$ cat config.mk
export PLATFORM = sky130hd
export DESIGN_NAME = fccl_div
export DESIGN_NICKNAME = d
export VERILOG_FILES = /design/src/rtl/fccl_pkg.sv /design/src/rtl/fccl_div.sv
export SDC_FILE = /design/constraint.sdc
export NUM_CORES = 1
export LEC_CHECK = 0
export ABC_AREA = 1
export ABC_CLOCK_PERIOD_IN_PS = 2970
export BUFFER_PORTS_ARGS = -buffer_cell sky130_fd_sc_hd__buf_2
export CORE_UTILIZATION = 59
export CTS_CLUSTER_DIAMETER = 120
export DETAILED_ROUTE_END_ITERATION = 10
export PLACE_DENSITY = 0.81
export SLEW_MARGIN = 40
export SYNTH_ARGS = -nofsm -noshare
export SYNTH_HDL_FRONTEND = slang
export SYNTH_SLANG_ARGS = --single-unit
export TNS_END_PERCENT = 50
$ cat constraint.sdc
create_clock -name clk -period 2.97 [get_ports clk]
set_input_delay 0.1485 -clock clk [delete_from_list [all_inputs] [get_ports clk]]
set_output_delay 0.1485 -clock clk [all_outputs]
set_load 0.05 [all_outputs]
$ cat src/rtl/fccl_pkg.sv
`timescale 1ns / 1ps
`default_nettype none
package fccl_pkg;

	localparam int NUM_CORNERS = 4;
	localparam int CIX_W = $clog2(NUM_CORNERS);
	localparam int W_W = 17;
	localparam int SUM_W = 19;
	localparam int V_W = 7;

	localparam logic [16:0] ONE = 17'h10000;
	localparam logic [16:0] PERC_KNEE = 17'((65536 + 9) / 10);
	localparam logic [16:0] ACT_MIN = 17'(65536 / 1000 + 1);
	localparam logic [6:0] VOICE_MAX = 7'd64;

	localparam int LANE_LAT = 18;
	localparam int DIV_LAT = 17;
	localparam int PIPE_LAT = 1 + LANE_LAT + 1 + DIV_LAT + 1;

	localparam logic [2:0] MODE_INSTANT = 3'd0;
	localparam logic [2:0] MODE_LINEAR = 3'd1;
	localparam logic [2:0] MODE_POWER = 3'd2;
	localparam logic [2:0] MODE_SMOOTH = 3'd3;
	localparam logic [2:0] MODE_EXP = 3'd4;

	localparam logic [2:0] REG_MODE = 3'd0;
	localparam logic [2:0] REG_PERC = 3'd1;
	localparam logic [2:0] REG_MORPH = 3'd2;
	localparam logic [2:0] REG_BUDGET = 3'd3;
	localparam logic [2:0] REG_LIM_A = 3'd4;
	localparam logic [2:0] REG_LIM_B = 3'd5;
	localparam logic [2:0] REG_LIM_C = 3'd6;
	localparam logic [2:0] REG_LIM_D = 3'd7;

	localparam logic [16:0] LOG2_TAB [17] = '{
		17'd0, 17'd5732, 17'd11136, 17'd16248, 17'd21098, 17'd25711, 17'd30110,
		17'd34312, 17'd38336, 17'd42196, 17'd45904, 17'd49473, 17'd52911,
		17'd56229, 17'd59434, 17'd62535, 17'd65536
	};

	localparam logic [17:0] EXP2_TAB [17] = '{
		18'd65536, 18'd68438, 18'd71468, 18'd74632, 18'd77936, 18'd81386,
		18'd84990, 18'd88752, 18'd92682, 18'd96785, 18'd101070, 18'd105545,
		18'd110218, 18'd115098, 18'd120194, 18'd125515, 18'd131072
	};

	typedef struct packed {
		logic [2:0]  mode;
		logic        perc;
		logic        hi;
		logic [18:0] e;
	} curve_ctl_t;

	typedef struct packed {
		logic [16:0] weight_a;
		logic [16:0] weight_b;
		logic [16:0] weight_c;
		logic [16:0] weight_d;
	} in_t;

	typedef struct packed {
		logic [16:0] level_a;
		logic [16:0] level_b;
		logic [16:0] level_c;
		logic [16:0] level_d;
		logic [6:0]  voices_a;
		logic [6:0]  voices_b;
		logic [6:0]  voices_c;
		logic [6:0]  voices_d;
		logic [8:0]  total_voices;
		logic [3:0]  active_mask;
	} out_t;

endpackage
`default_nettype wire

$ cat src/rtl/fccl_div.sv
`timescale 1ns / 1ps
`default_nettype none
module fccl_div
	import fccl_pkg::*;
(
	input  logic             clk,
	input  logic [16:0]      num,
	input  logic [SUM_W-1:0] den,
	input  logic             zero,
	output logic [16:0]      quo
);

	localparam int RW = SUM_W + 1;

	logic [RW-1:0]    r_s [DIV_LAT];
	logic [16:0]      q_s [DIV_LAT];
	logic [SUM_W-1:0] d_s [DIV_LAT];
	logic             z_s [DIV_LAT];

	for (genvar k = 0; k < DIV_LAT; k++) begin : g_step
		logic [RW:0] cur;
		logic [16:0] q_in;
		logic [SUM_W-1:0] d_in;
		logic z_in;

		if (k == 0) begin : g_first
			assign cur = (RW+1)'(num);
			assign q_in = '0;
			assign d_in = den;
			assign z_in = zero;
		end else begin : g_next
			assign cur = {r_s[k-1], 1'b0};
			assign q_in = q_s[k-1];
			assign d_in = d_s[k-1];
			assign z_in = z_s[k-1];
		end

		always_ff @(posedge clk) begin
			d_s[k] <= d_in;
			z_s[k] <= z_in;
			if (cur >= (RW+1)'(d_in)) begin
				r_s[k] <= RW'(cur - (RW+1)'(d_in));
				q_s[k] <= {q_in[15:0], 1'b1};
			end else begin
				r_s[k] <= cur[RW-1:0];
				q_s[k] <= {q_in[15:0], 1'b0};
			end
		end
	end

	assign quo = z_s[DIV_LAT-1] ? '0 : q_s[DIV_LAT-1];

endmodule
`default_nettype wire

==> impl_metrics.toml <==
[sta]
min_period_ns = 2.56
worst_clock_skew_ns = 0.0190
worst_pin_slew_ns = 0.802
final-setup-viol-count = 0
grt_setup_unrepaired = "false"
setup_total_negative_slack_ns = 0
max_freq_mhz = 390
slew_violations = 0
worst_hold_slack_after_final_layout_ns = 0.155
final_hold_viol_count = 0
finalCritPeriodShare_pct = 86.3
relSlewSlack_pct = 46.5

[place]
io_buffer_count = 54
globalplace.congestion = 0.988
post-place-cells = 6962
dpl.hpwl_um = 89200

[floorplan]
std_cell_rows = 96
dieWidth_um = 266
die-area_sq_mm = 0.0708
floorplan.initialDensity_pct = 59.7
die_height_um = 266
placeableCoreArea_sq_mm = 0.0688
ios = 55

[cells_and_area]
post_layout_instance_count_excluding_filler_cells = 7141
post_route_cells_drive_above_1_share_pct = 4.07
layout_nets = 6524
area_growth_syn_to_layout_pct = 10.2
filler_instances = 6272

[worst_setup_path]
setup.worst_path.start_class = "register"
worstPathRequired_ns = 3.48
critical_path_buf_inv_count = 2
worst_endpoint_data_arrival_time_ns = 3.08
slowest_stage = "sky130_fd_sc_hd__dfxtp_1"
max_stage_delay_ns = 0.51
crit_type = "reg -> reg"
crit_path_cell_chain = "inv_1, ha_1, a21oi_1, nor3b_1, nand2_1, nor2_1, nand2_2, inv_2, nand2_1, nand2_1"
setup.worst_path.end_class = "register"
cpMostUsedCell = "sky130_fd_sc_hd__nand2_1"
critical-path-top-delay-family = "simple AND/OR/NAND/NOR gates"
max_fo_critical_path = 19

[synthesis]
ys_warn_count = 0
syn-mean-instance-area_sq_um = 6.84
synth.net_count = 6386
synth_area_leaders = "sky130_fd_sc_hd__dfxtp_1, sky130_fd_sc_hd__nand2_1, sky130_fd_sc_hd__ha_1, sky130_fd_sc_hd__inv_1, sky130_fd_sc_hd__nand3_1"
synth_cell_type_count = 38
yosys.area.top_type_share_pct = 38.7
postSynth.topFlopCell = "sky130_fd_sc_hd__dfxtp_1"
yosysTopAreaCell = "sky130_fd_sc_hd__dfxtp_1"
post_synth_inst_count = 6012
yosysMostFrequentCell = "sky130_fd_sc_hd__nand2_1"
synth_enable_flop_cells = 0
sequential_cell_area_fraction_in_the_yosys_report_pct = 38.7
asyncSetResetFlopFracSynth_pct = 0
synth.ff_latch_count = 794
ys_top_cells_by_count = "sky130_fd_sc_hd__nand2_1, sky130_fd_sc_hd__inv_1, sky130_fd_sc_hd__dfxtp_1"
synth.cell_area_sq_mm = 0.0411

[power]
clock_power_share_pct = 20.1
swShare_pct = 44.4
share_seq_of_total_power_pct = 31.3
leakagePower_uw = 0.0256
irDropWorstVdd_mv = 0.747
power_per_cell_area_mw_per_mm2 = 1140
cell_internal_pwr_uw = 28800
total_switching_power_uw = 23000
pwr-share-comb_pct = 48.6

[run_status]
status = "completed"

[drt]
route.detailed.vias_per_inst = 5.08
topRoutingLayerUsed = "met4"
post-route-drc-count = 0
drt.antenna.violating_nets = 0
routed-wl-met2_um = 53100
detailedRoute.firstIterationViolations = 2766
detail_route.first_pass.iterations = 8
dr_wl_met3_um = 5640
detail_route.wirelength.met1_um = 47000
finalWirelength_um = 112000
detail_route.wl_per_cell_um = 15.6
num_vias = 36259

[global_route]
grt_pass1_wl_um = 176000
total_routing_resource_utilization_after_global_routing_pct = 31.3
antenna_found_initial = 3
grt_max_degree = 22
first_global_vias = 34507
global_route.overflow_total = 0

[worst_hold_path]
hold_path_class = "in -> reg"

[clocking]
cts-htree-levels = 3
tritoncts = "built"
cts_made_buffers = 80
post_cts_buffers = 0
max-clock-path-buffers = 3
hold_buffers = 37
clk_sinks = 794
cts-resized-gates = 0
path_clk_slew_ns = 0.06
worst_skew_pair.late_latency_ns = 0.63
clockRootBuffer = "sky130_fd_sc_hd__clkbuf_16"

[job]
max-cap-violations = 0
## power by group through the flow
stage / Combinational (uW) / Clock (uW) / Sequential [uW]
floorplan: 19500 / 0 / 15200
global placement: 24400 / 0 / 16400
detailed placement: 24700 / 0 / 16400
CTS: 24900 / 10600 / 16200
global route: 28700 / 11000 / 16400
finish: 25200 / 10400 / 16200
## sequential cells by signal, summed over array words and instances, names as in the netlist
signal  flops
r_s       320
d_s       304
q_s       153
z_s        17
## cells by family (layout without fill, tap and decap cells)
group / after synthesis / in the layout / share of synthesized area (%)
DFF: 794 / 794 / 38.7
and+or+nand+nor: 3294 / 3294 / 32.8
buffers and inverters: 1122 / 1319 / 10.8
adders and majority gates: 336 / 336 / 10.5
xor gates and xnor gates: 145 / 145 / 3.09
other: 0 / 1 / 0
AOI/OAI and AO/OA: 321 / 321 / 4.15
## stage by stage
step	power (uW)	util [%]	cell area [sq um]	worst slack, ns
floorplan	34700	-	41100	1.17
global placement	40800	61.4	42200	0.467
detailed placement	41100	61.4	42200	0.454
CTS	51700	65.9	45300	0.428
global route	56100	65.9	45300	0.223
finish	51900	65.9	45300	0.406
## path summary, 6_finish.rpt
kind / start / end / depth (start not counted) / slack [ns]
setup / recovery: d_s[0][37] / r_s[2][16] / 10 / 0.41
setup reg to reg: d_s[0][37] / r_s[2][16] / 10 / 0.41
hold / removal: zero / z_s[0][0] / 2 / 0.16
hold reg to reg: q_s[7][7] / q_s[8][8] / 0 / 0.32
## cell usage in the layout, fill, tap and decap left out, drive strengths merged
cell / n
inv: 1082
o21bai: 11
bufinv: 9
dlygate4sd3: 37
a41oi: 1
nor2: 359
o21a: 1
nand4: 29
clkinv: 10
xnor2: 15
a21oi: 231
nor4: 12
nor2b: 3
clkbuf: 109
clkinvlp: 3
nand3b: 92
or2: 3
nor3: 79
buf: 69
nand2: 2371
ha: 320
a211oi: 1
diode: 1
nor3b: 13
dfxtp: 794
nand3: 333
a2bb2oi: 1
o21ai: 75
fa: 16
xor2: 130
## layout make-up
| cell class | count | area (sq um) | area share (%) |
|---|---|---|---|
| multi-input combinational | 4096 | 20800 | 45.8 |
| sequential | 794 | 15900 | 35.1 |
| inverter | 1072 | 4020 | 8.88 |
| clock buffer | 109 | 2280 | 5.03 |
| tap | 931 | 1160 | 2.57 |
| timing repair buffer | 106 | 753 | 1.66 |
| clock inverter | 32 | 435 | 0.960 |
| antenna | 1 | 2.50 | 0.00552 |
## metal layers
metal,up-vias,GRT usage [%]
li1,18648,-
met1,16227,37.9
met2,1081,55.0
met3,303,3.71
met4,0,15.3
met5,-,0
Power figures use the tool's default switching activity.
