===== config.mk =====
export PLATFORM = sky130hd
export DESIGN_NAME = fccl_lane
export DESIGN_NICKNAME = d
export VERILOG_FILES = /design/src/rtl/fccl_pkg.sv /design/src/rtl/fccl_sqrt.sv /design/src/rtl/fccl_pow.sv /design/src/rtl/fccl_lane.sv
export SDC_FILE = /design/constraint.sdc
export NUM_CORES = 2
export LEC_CHECK = 0
export BUFFER_PORTS_ARGS = -buffer_cell sky130_fd_sc_hd__buf_2
export CAP_MARGIN = 25
export CORE_MARGIN = 4
export CORE_UTILIZATION = 38
export DETAILED_ROUTE_END_ITERATION = 8
export PLACE_DENSITY = 0.51
export SYNTH_ARGS = -nofsm -noshare
export SYNTH_HDL_FRONTEND = slang
export SYNTH_HIERARCHICAL = 1
export SYNTH_SLANG_ARGS = --single-unit

===== constraint.sdc =====
create_clock -name clk -period 21 [get_ports clk]
set_input_delay 4.2 -clock clk [delete_from_list [all_inputs] [get_ports clk]]
set_output_delay 4.2 -clock clk [all_outputs]
set_load 0.005 [all_outputs]

===== src/rtl/fccl_pkg.sv =====
`timescale 1ns / 1ps
`default_nettype none
package fccl_pkg;

	localparam int NUM_CORNERS = 4;
	localparam int CIX_W = $clog2(NUM_CORNERS);
	localparam int W_W = 17;
	localparam int SUM_W = 19;
	localparam int V_W = 7;

	localparam logic [16:0] ONE = 17'h10000;
	localparam logic [16:0] PERC_KNEE = 17'((65536 + 9) / 10);
	localparam logic [16:0] ACT_MIN = 17'(65536 / 1000 + 1);
	localparam logic [6:0] VOICE_MAX = 7'd64;

	localparam int LANE_LAT = 18;
	localparam int DIV_LAT = 17;
	localparam int PIPE_LAT = 1 + LANE_LAT + 1 + DIV_LAT + 1;

	localparam logic [2:0] MODE_INSTANT = 3'd0;
	localparam logic [2:0] MODE_LINEAR = 3'd1;
	localparam logic [2:0] MODE_POWER = 3'd2;
	localparam logic [2:0] MODE_SMOOTH = 3'd3;
	localparam logic [2:0] MODE_EXP = 3'd4;

	localparam logic [2:0] REG_MODE = 3'd0;
	localparam logic [2:0] REG_PERC = 3'd1;
	localparam logic [2:0] REG_MORPH = 3'd2;
	localparam logic [2:0] REG_BUDGET = 3'd3;
	localparam logic [2:0] REG_LIM_A = 3'd4;
	localparam logic [2:0] REG_LIM_B = 3'd5;
	localparam logic [2:0] REG_LIM_C = 3'd6;
	localparam logic [2:0] REG_LIM_D = 3'd7;

	localparam logic [16:0] LOG2_TAB [17] = '{
		17'd0, 17'd5732, 17'd11136, 17'd16248, 17'd21098, 17'd25711, 17'd30110,
		17'd34312, 17'd38336, 17'd42196, 17'd45904, 17'd49473, 17'd52911,
		17'd56229, 17'd59434, 17'd62535, 17'd65536
	};

	localparam logic [17:0] EXP2_TAB [17] = '{
		18'd65536, 18'd68438, 18'd71468, 18'd74632, 18'd77936, 18'd81386,
		18'd84990, 18'd88752, 18'd92682, 18'd96785, 18'd101070, 18'd105545,
		18'd110218, 18'd115098, 18'd120194, 18'd125515, 18'd131072
	};

	typedef struct packed {
		logic [2:0]  mode;
		logic        perc;
		logic        hi;
		logic [18:0] e;
	} curve_ctl_t;

	typedef struct packed {
		logic [16:0] weight_a;
		logic [16:0] weight_b;
		logic [16:0] weight_c;
		logic [16:0] weight_d;
	} in_t;

	typedef struct packed {
		logic [16:0] level_a;
		logic [16:0] level_b;
		logic [16:0] level_c;
		logic [16:0] level_d;
		logic [6:0]  voices_a;
		logic [6:0]  voices_b;
		logic [6:0]  voices_c;
		logic [6:0]  voices_d;
		logic [8:0]  total_voices;
		logic [3:0]  active_mask;
	} out_t;

endpackage
`default_nettype wire


===== src/rtl/fccl_sqrt.sv =====
`timescale 1ns / 1ps
`default_nettype none
module fccl_sqrt
	import fccl_pkg::*;
(
	input  logic        clk,
	input  logic [16:0] x,
	output logic [16:0] root
);

	localparam int STEPS = 17;

	logic [33:0] v_s [STEPS-1];
	logic [18:0] rem_s [STEPS];
	logic [16:0] root_s [STEPS];

	for (genvar k = 0; k < STEPS; k++) begin : g_step
		logic [33:0] v_in;
		logic [18:0] rem_in;
		logic [16:0] root_in;
		logic [20:0] cur;
		logic [20:0] trial;

		if (k == 0) begin : g_first
			assign v_in = {1'b0, x, 16'h0000};
			assign rem_in = '0;
			assign root_in = '0;
		end else begin : g_next
			assign v_in = v_s[k-1];
			assign rem_in = rem_s[k-1];
			assign root_in = root_s[k-1];
		end

		assign cur = {rem_in, v_in[33-2*k -: 2]};
		assign trial = {2'b00, root_in, 2'b01};

		if (k < STEPS - 1) begin : g_carry
			always_ff @(posedge clk) begin
				v_s[k] <= v_in;
			end
		end

		always_ff @(posedge clk) begin
			if (cur >= trial) begin
				rem_s[k] <= 19'(cur - trial);
				root_s[k] <= {root_in[15:0], 1'b1};
			end else begin
				rem_s[k] <= cur[18:0];
				root_s[k] <= {root_in[15:0], 1'b0};
			end
		end
	end

	assign root = root_s[STEPS-1];

endmodule
`default_nettype wire


===== src/rtl/fccl_pow.sv =====
`timescale 1ns / 1ps
`default_nettype none
module fccl_pow
	import fccl_pkg::*;
(
	input  logic        clk,
	input  logic [16:0] w,
	input  curve_ctl_t  ctl,
	output logic [16:0] r
);

	logic [16:0] xin;
	logic [3:0]  p;
	logic [15:0] y;
	logic [3:0]  lidx;
	logic [15:0] lrem;
	logic [12:0] ldif;

	logic [16:0] lb_s1;
	logic [28:0] lp_s1;
	logic [3:0]  p_s1;
	logic        zero_s1, full_s1, hi_s1;
	logic [18:0] e_s1;

	logic [16:0] lf;
	logic [20:0] neg;
	logic [39:0] m_s2;
	logic        zero_s2, full_s2, hi_s2;

	logic [23:0] q;
	logic [24:0] qc;
	logic [15:0] fr;
	logic [3:0]  eidx;
	logic [15:0] erem;
	logic [12:0] edif;
	logic [17:0] eb_s3;
	logic [28:0] ep_s3;
	logic [7:0]  c_s3;
	logic        zero_s3, full_s3, hi_s3;

	logic [17:0] ex;
	logic [17:0] sh;
	logic [16:0] pw;
	logic [16:0] r_s4;

	always_comb begin
		xin = ctl.hi ? ONE - w : w;
		p = '0;
		for (int b = 0; b < 16; b++) begin
			if (xin[b]) begin
				p = 4'(b);
			end
		end
		y = xin[15:0] << (4'd15 - p);
		lidx = y[14:11];
		lrem = {y[10:0], 5'b00000};
		ldif = 13'(LOG2_TAB[5'(lidx) + 5'd1] - LOG2_TAB[5'(lidx)]);
	end

	always_ff @(posedge clk) begin
		lb_s1 <= LOG2_TAB[5'(lidx)];
		lp_s1 <= 29'(ldif) * 29'(lrem);
		p_s1 <= p;
		zero_s1 <= (xin == '0);
		full_s1 <= xin[16];
		hi_s1 <= ctl.hi;
		e_s1 <= ctl.e;
	end

	always_comb begin
		lf = lb_s1 + 17'(lp_s1[28:16]);
		neg = {5'd16 - {1'b0, p_s1}, 16'h0000} - {4'b0000, lf};
	end

	always_ff @(posedge clk) begin
		m_s2 <= 40'(neg) * 40'(e_s1);
		zero_s2 <= zero_s1;
		full_s2 <= full_s1;
		hi_s2 <= hi_s1;
	end

	always_comb begin
		q = m_s2[39:16];
		qc = 25'(q) + 25'd65535;
		fr = ~q[15:0] + 16'd1;
		eidx = fr[15:12];
		erem = {fr[11:0], 4'b0000};
		edif = 13'(EXP2_TAB[5'(eidx) + 5'd1] - EXP2_TAB[5'(eidx)]);
	end

	always_ff @(posedge clk) begin
		eb_s3 <= EXP2_TAB[5'(eidx)];
		ep_s3 <= 29'(edif) * 29'(erem);
		c_s3 <= qc[23:16];
		zero_s3 <= zero_s2;
		full_s3 <= full_s2;
		hi_s3 <= hi_s2;
	end

	always_comb begin
		ex = eb_s3 + 18'(ep_s3[28:16]);
		sh = (c_s3 >= 8'd18) ? '0 : ex >> c_s3[4:0];
		if (zero_s3) begin
			pw = '0;
		end else if (full_s3 || sh > 18'(ONE)) begin
			pw = ONE;
		end else begin
			pw = sh[16:0];
		end
	end

	always_ff @(posedge clk) begin
		r_s4 <= hi_s3 ? ONE - pw : pw;
	end

	assign r = r_s4;

endmodule
`default_nettype wire


===== src/rtl/fccl_lane.sv =====
`timescale 1ns / 1ps
`default_nettype none
module fccl_lane
	import fccl_pkg::*;
(
	input  logic        clk,
	input  logic [16:0] w,
	input  logic        is_top,
	input  curve_ctl_t  ctl,
	output logic [16:0] lv
);

	localparam int DLY = LANE_LAT - 6;

	logic [33:0] sq_s1;
	logic [16:0] x_s1, x_s2, x_s3, x_s4;
	logic        top_s1, top_s2, top_s3, top_s4;
	logic [37:0] pm;
	logic [16:0] a_s2, perc_s2, perc_s3, perc_s4;
	logic [34:0] smp;
	logic [16:0] sm_s3, sm_s4;
	logic [16:0] ex_r;
	logic [16:0] root;
	logic [16:0] early_s5;
	logic [16:0] dly_s [DLY];
	logic [16:0] lv_s18;

	always_ff @(posedge clk) begin
		sq_s1 <= 34'(w) * 34'(w);
		x_s1 <= w;
		top_s1 <= is_top;
	end

	assign pm = {1'b0, sq_s1, 3'b000} + {3'b000, sq_s1, 1'b0};

	always_ff @(posedge clk) begin
		a_s2 <= sq_s1[32:16];
		perc_s2 <= (x_s1 < PERC_KNEE) ? 17'(pm[37:16]) : x_s1;
		x_s2 <= x_s1;
		top_s2 <= top_s1;
	end

	assign smp = 35'(a_s2) * 35'(18'(3 * 65536) - {x_s2, 1'b0});

	always_ff @(posedge clk) begin
		sm_s3 <= smp[32:16];
		perc_s3 <= perc_s2;
		x_s3 <= x_s2;
		top_s3 <= top_s2;
		sm_s4 <= sm_s3;
		perc_s4 <= perc_s3;
		x_s4 <= x_s3;
		top_s4 <= top_s3;
	end

	fccl_pow u_pow (
		.clk (clk),
		.w   (w),
		.ctl (ctl),
		.r   (ex_r)
	);

	fccl_sqrt u_sqrt (
		.clk  (clk),
		.x    (w),
		.root (root)
	);

	always_ff @(posedge clk) begin
		if (ctl.perc) begin
			early_s5 <= perc_s4;
		end else begin
			unique case (ctl.mode)
				MODE_INSTANT: early_s5 <= top_s4 ? ONE : '0;
				MODE_SMOOTH:  early_s5 <= sm_s4;
				MODE_EXP:     early_s5 <= ex_r;
				default:      early_s5 <= x_s4;
			endcase
		end
	end

	always_ff @(posedge clk) begin
		dly_s[0] <= early_s5;
		for (int i = 1; i < DLY; i++) begin
			dly_s[i] <= dly_s[i-1];
		end
		lv_s18 <= (!ctl.perc && ctl.mode == MODE_POWER) ? root : dly_s[DLY-1];
	end

	assign lv = lv_s18;

endmodule
`default_nettype wire


==> results by group <==
Yosys
  – Post-synth top area share: 26.3%
  – Mapped cell area: 0.0821 mm^2
  – Most common cell in the netlist: inv_1
  – Adder-cell share of the synthesized area: 35.1%
  – Top post-synthesis cells by count: inv_1 (1497), dfxtp_1 (1078), fa_1 (1009), nand2_1 (905), ha_1 (683)
  – Mean Syn Cell Area: 9.39 um^2
  – Post-synth top flop: dfxtp_1
  – Cells after synthesis: 8744
  – Synth cell types: 119
  – Synth Warn #: 6
  – Compound-Gate Fraction of Synth Area: 9.45%
  – Mux cell area share after synthesis: 1.52%
  – Seq cells post-synth: 1078
  – Area contributors post-synth: dfxtp_1 (26%), fa_1 (25%), ha_1 (10%)
  – Main combinational cell family by area after synthesis: adder cells
  – Largest area contributor in the netlist: dfxtp_1
  – Ys async rst share: 0%
  – Syn nets: 10.5k
  – Sequential share of the synthesized area: 26.3%
  – XOR/XNOR Fraction of Synth Area: 4.66%
  – Synth Area in Simple Gates: 14.9%
  – Post-synth EDFFs: 0

Setup path
  – Worst setup path category: primary input to register
  – CP Launch Type: primary input
  – Crit-path max FO: 35
  – CP required: 21.59 ns
  – Cell family with most CP delay: compound AO/OA/AOI/OAI gates
  – Most common cell on crit path: inv_1
  – Worst setup EP type: register
  – WP data arrival: 18.93 ns
  – Slowest stage delay, CP: 0.76 ns
  – Slowest CP cell: nor2_1
  – Number of buffers and inverters on the critical path: 8

Place
  – Post-DP HPWL: 156 mm
  – Routability congestion estimate: 0.870
  – Port bufs: 59

Timing
  – Final critical-path share of the clock period: 87.3%
  – Max-Slew Margin vs Limit: 29.7%
  – Fmax: 54.5 MHz
  – Worst slew pin tran: 1.05 ns
  – Fin crit period: 18.34 ns
  – Fin. Hold Viols: 0
  – Setup Skew: 0.0750 ns
  – Final Setup Violations: 0
  – RSZ-0062 raised after global routing: no
  – Slew Viols, Final: 0
  – Setup TNS: 0 ns

CTS
  – Setup Fix Bufs, Post-CTS: 0
  – Post-CTS resize count: 0
  – Num CTS Buffers: 113
  – Post-CTS Hold Fix Bufs: 0
  – Clk_lat worst skew: 0.74 ns
  – Max clock buf depth: 3
  – CTS Sinks: 1078
  – CTS tree: built
  – # H-tree levels: 3
  – Clock-pin slew on the worst setup and hold paths: 0.08 ns
  – Root Buffer: clkbuf_16

Final layout
  – Share of cells above drive strength 1: 5.97%
  – NumNets Final: 10.5k
  – Synth-to-layout area growth: 9.51%

Floorplan
  – Die height: 473 um
  – Top Ports: 60
  – Initial Utilization: 38.2%
  – Die X: 473 um
  – Die footprint: 0.223 mm^2
  – Row count: 170
  – Core Box Area: 0.215 mm^2

Flow run
  – Max Cap Violations: 0

Route
  – Post-Route WL: 199 mm
  – ANT nets after route: 0
  – Vias/cell: 4.92
  – DRC viols: 0
  – TritonRoute pass-1 iters: 5
  – Via count: 57.6k
  – Initial DRC count: 3315
  – Drt wl/cell: 17.0 um

Global routing
  – First-pass GRT wire length: 326 mm
  – Initial antenna violation count: 12
  – All-layer global routing usage: 18.0%
  – Congestion Overflow GR: 0
  – Largest net degree at the start of global routing: 41
  – Number of global-route vias before repair: 59.9k

Min path
  – Hold/Removal Path Class: register to register

Outcome
  – Status: finished clean
-- cell families (layout without fill, tap and decap cells) --
kind of cell               Yosys count  after routing
AOI/OAI and AO/OA                 1157           1157
xor gates and xnor gates           431            431
adders and majority gates         1695           1695
buffers and inverters             1769           1866
DFF                               1078           1078
muxes                              104            104
other                                1             25
and+or+nand+nor                   2509           2509
-- flip-flops by register name, indices dropped and copies added (netlist names), 16 cells and up --
name	cells
u_sqrt/rem_s	271
dly_s	204
u_sqrt/root_s	145
u_sqrt/v_s	80
sq_s1	31
u_pow/m_s2	24
u_pow/e_s1	19
a_s2	17
early_s5	17
lv	17
perc_s2	17
perc_s3	17
perc_s4	17
sm_s3	17
sm_s4	17
u_pow/r	17
x_s1	17
x_s2	17
x_s3	17
x_s4	17
u_pow/eb_s3	16
u_pow/lb_s1	16
-- worst register-to-register path, delay by kind of cell, from the launching register on --
kind | cells | cell delay (ns)
flip-flops | 1 | 0.50
buffers and inverters | 7 | 1.01
adder cells (fa/ha/maj) | 9 | 4.10
AND/OR/NAND/NOR | 10 | 2.18
XOR/XNOR | 4 | 1.27
AO/OA/AOI/OAI | 12 | 2.89
-- per-layer routing --
layer / wire (um) / track usage [%] / vias up
li1: - / - / 27900
met1: 96000 / 25.7 / 28300
met2: 90300 / 29.2 / 1136
met3: 7680 / 1.78 / 225
met4: 4860 / 4.72 / 0
met5: 0 / 0 / -
-- final timing paths --
kind,slack (ns),from,to,cells past startpoint
max reg2reg,8.98,u_pow/m_s2[16],u_pow/ep_s3[27],42
max,2.66,w[0],u_pow/lp_s1[28],50
min,0.30,dly_s[2][26],dly_s[2][43],0
min reg2reg,0.30,dly_s[2][26],dly_s[2][43],0
-- per-stage QoR --
stage               hold WS, ns  util [%]  cell area [um^2]  instances  setup WS (ns)
finish                    0.296      41.9             89900      11700           2.66
global route              0.293      41.9             89800      11700           1.52
CTS                       0.284      41.8             89700      11700           2.64
detailed placement        0.312      39.9             85700      11500           1.92
global placement          0.310      39.9             85600      11500           2.10
floorplan                 0.310         -             82100       8744           5.22
-- cell usage in the layout, fill, tap and decap left out, types with 84 or more instances in the layout --
master and n:
nor2_1 487, clkbuf_16 113, xor2_1 167, nand2_1 905, fa_1 1009, ha_1 683
a21o_1 84, xnor2_1 248, and2_1 436, nor3_1 151, a21oi_1 264, nand3_1 90
buf_4 90, o21ai_0 291, dfxtp_1 1078, inv_1 1497
-- cell type report --
class,count,area [um^2]
flip-flops and latches,1078,21600
repair buffers,153,1020
diodes,24,60.1
fillers,21000,125000
well taps,2838,3550
clock buffers,148,3180
clock inverters,59,917
multi-input cells,5897,53900
inverters,1506,5660
Power is not shown: default switching activity piles up to over one toggle a cycle in this logic, so the estimate is an artifact.
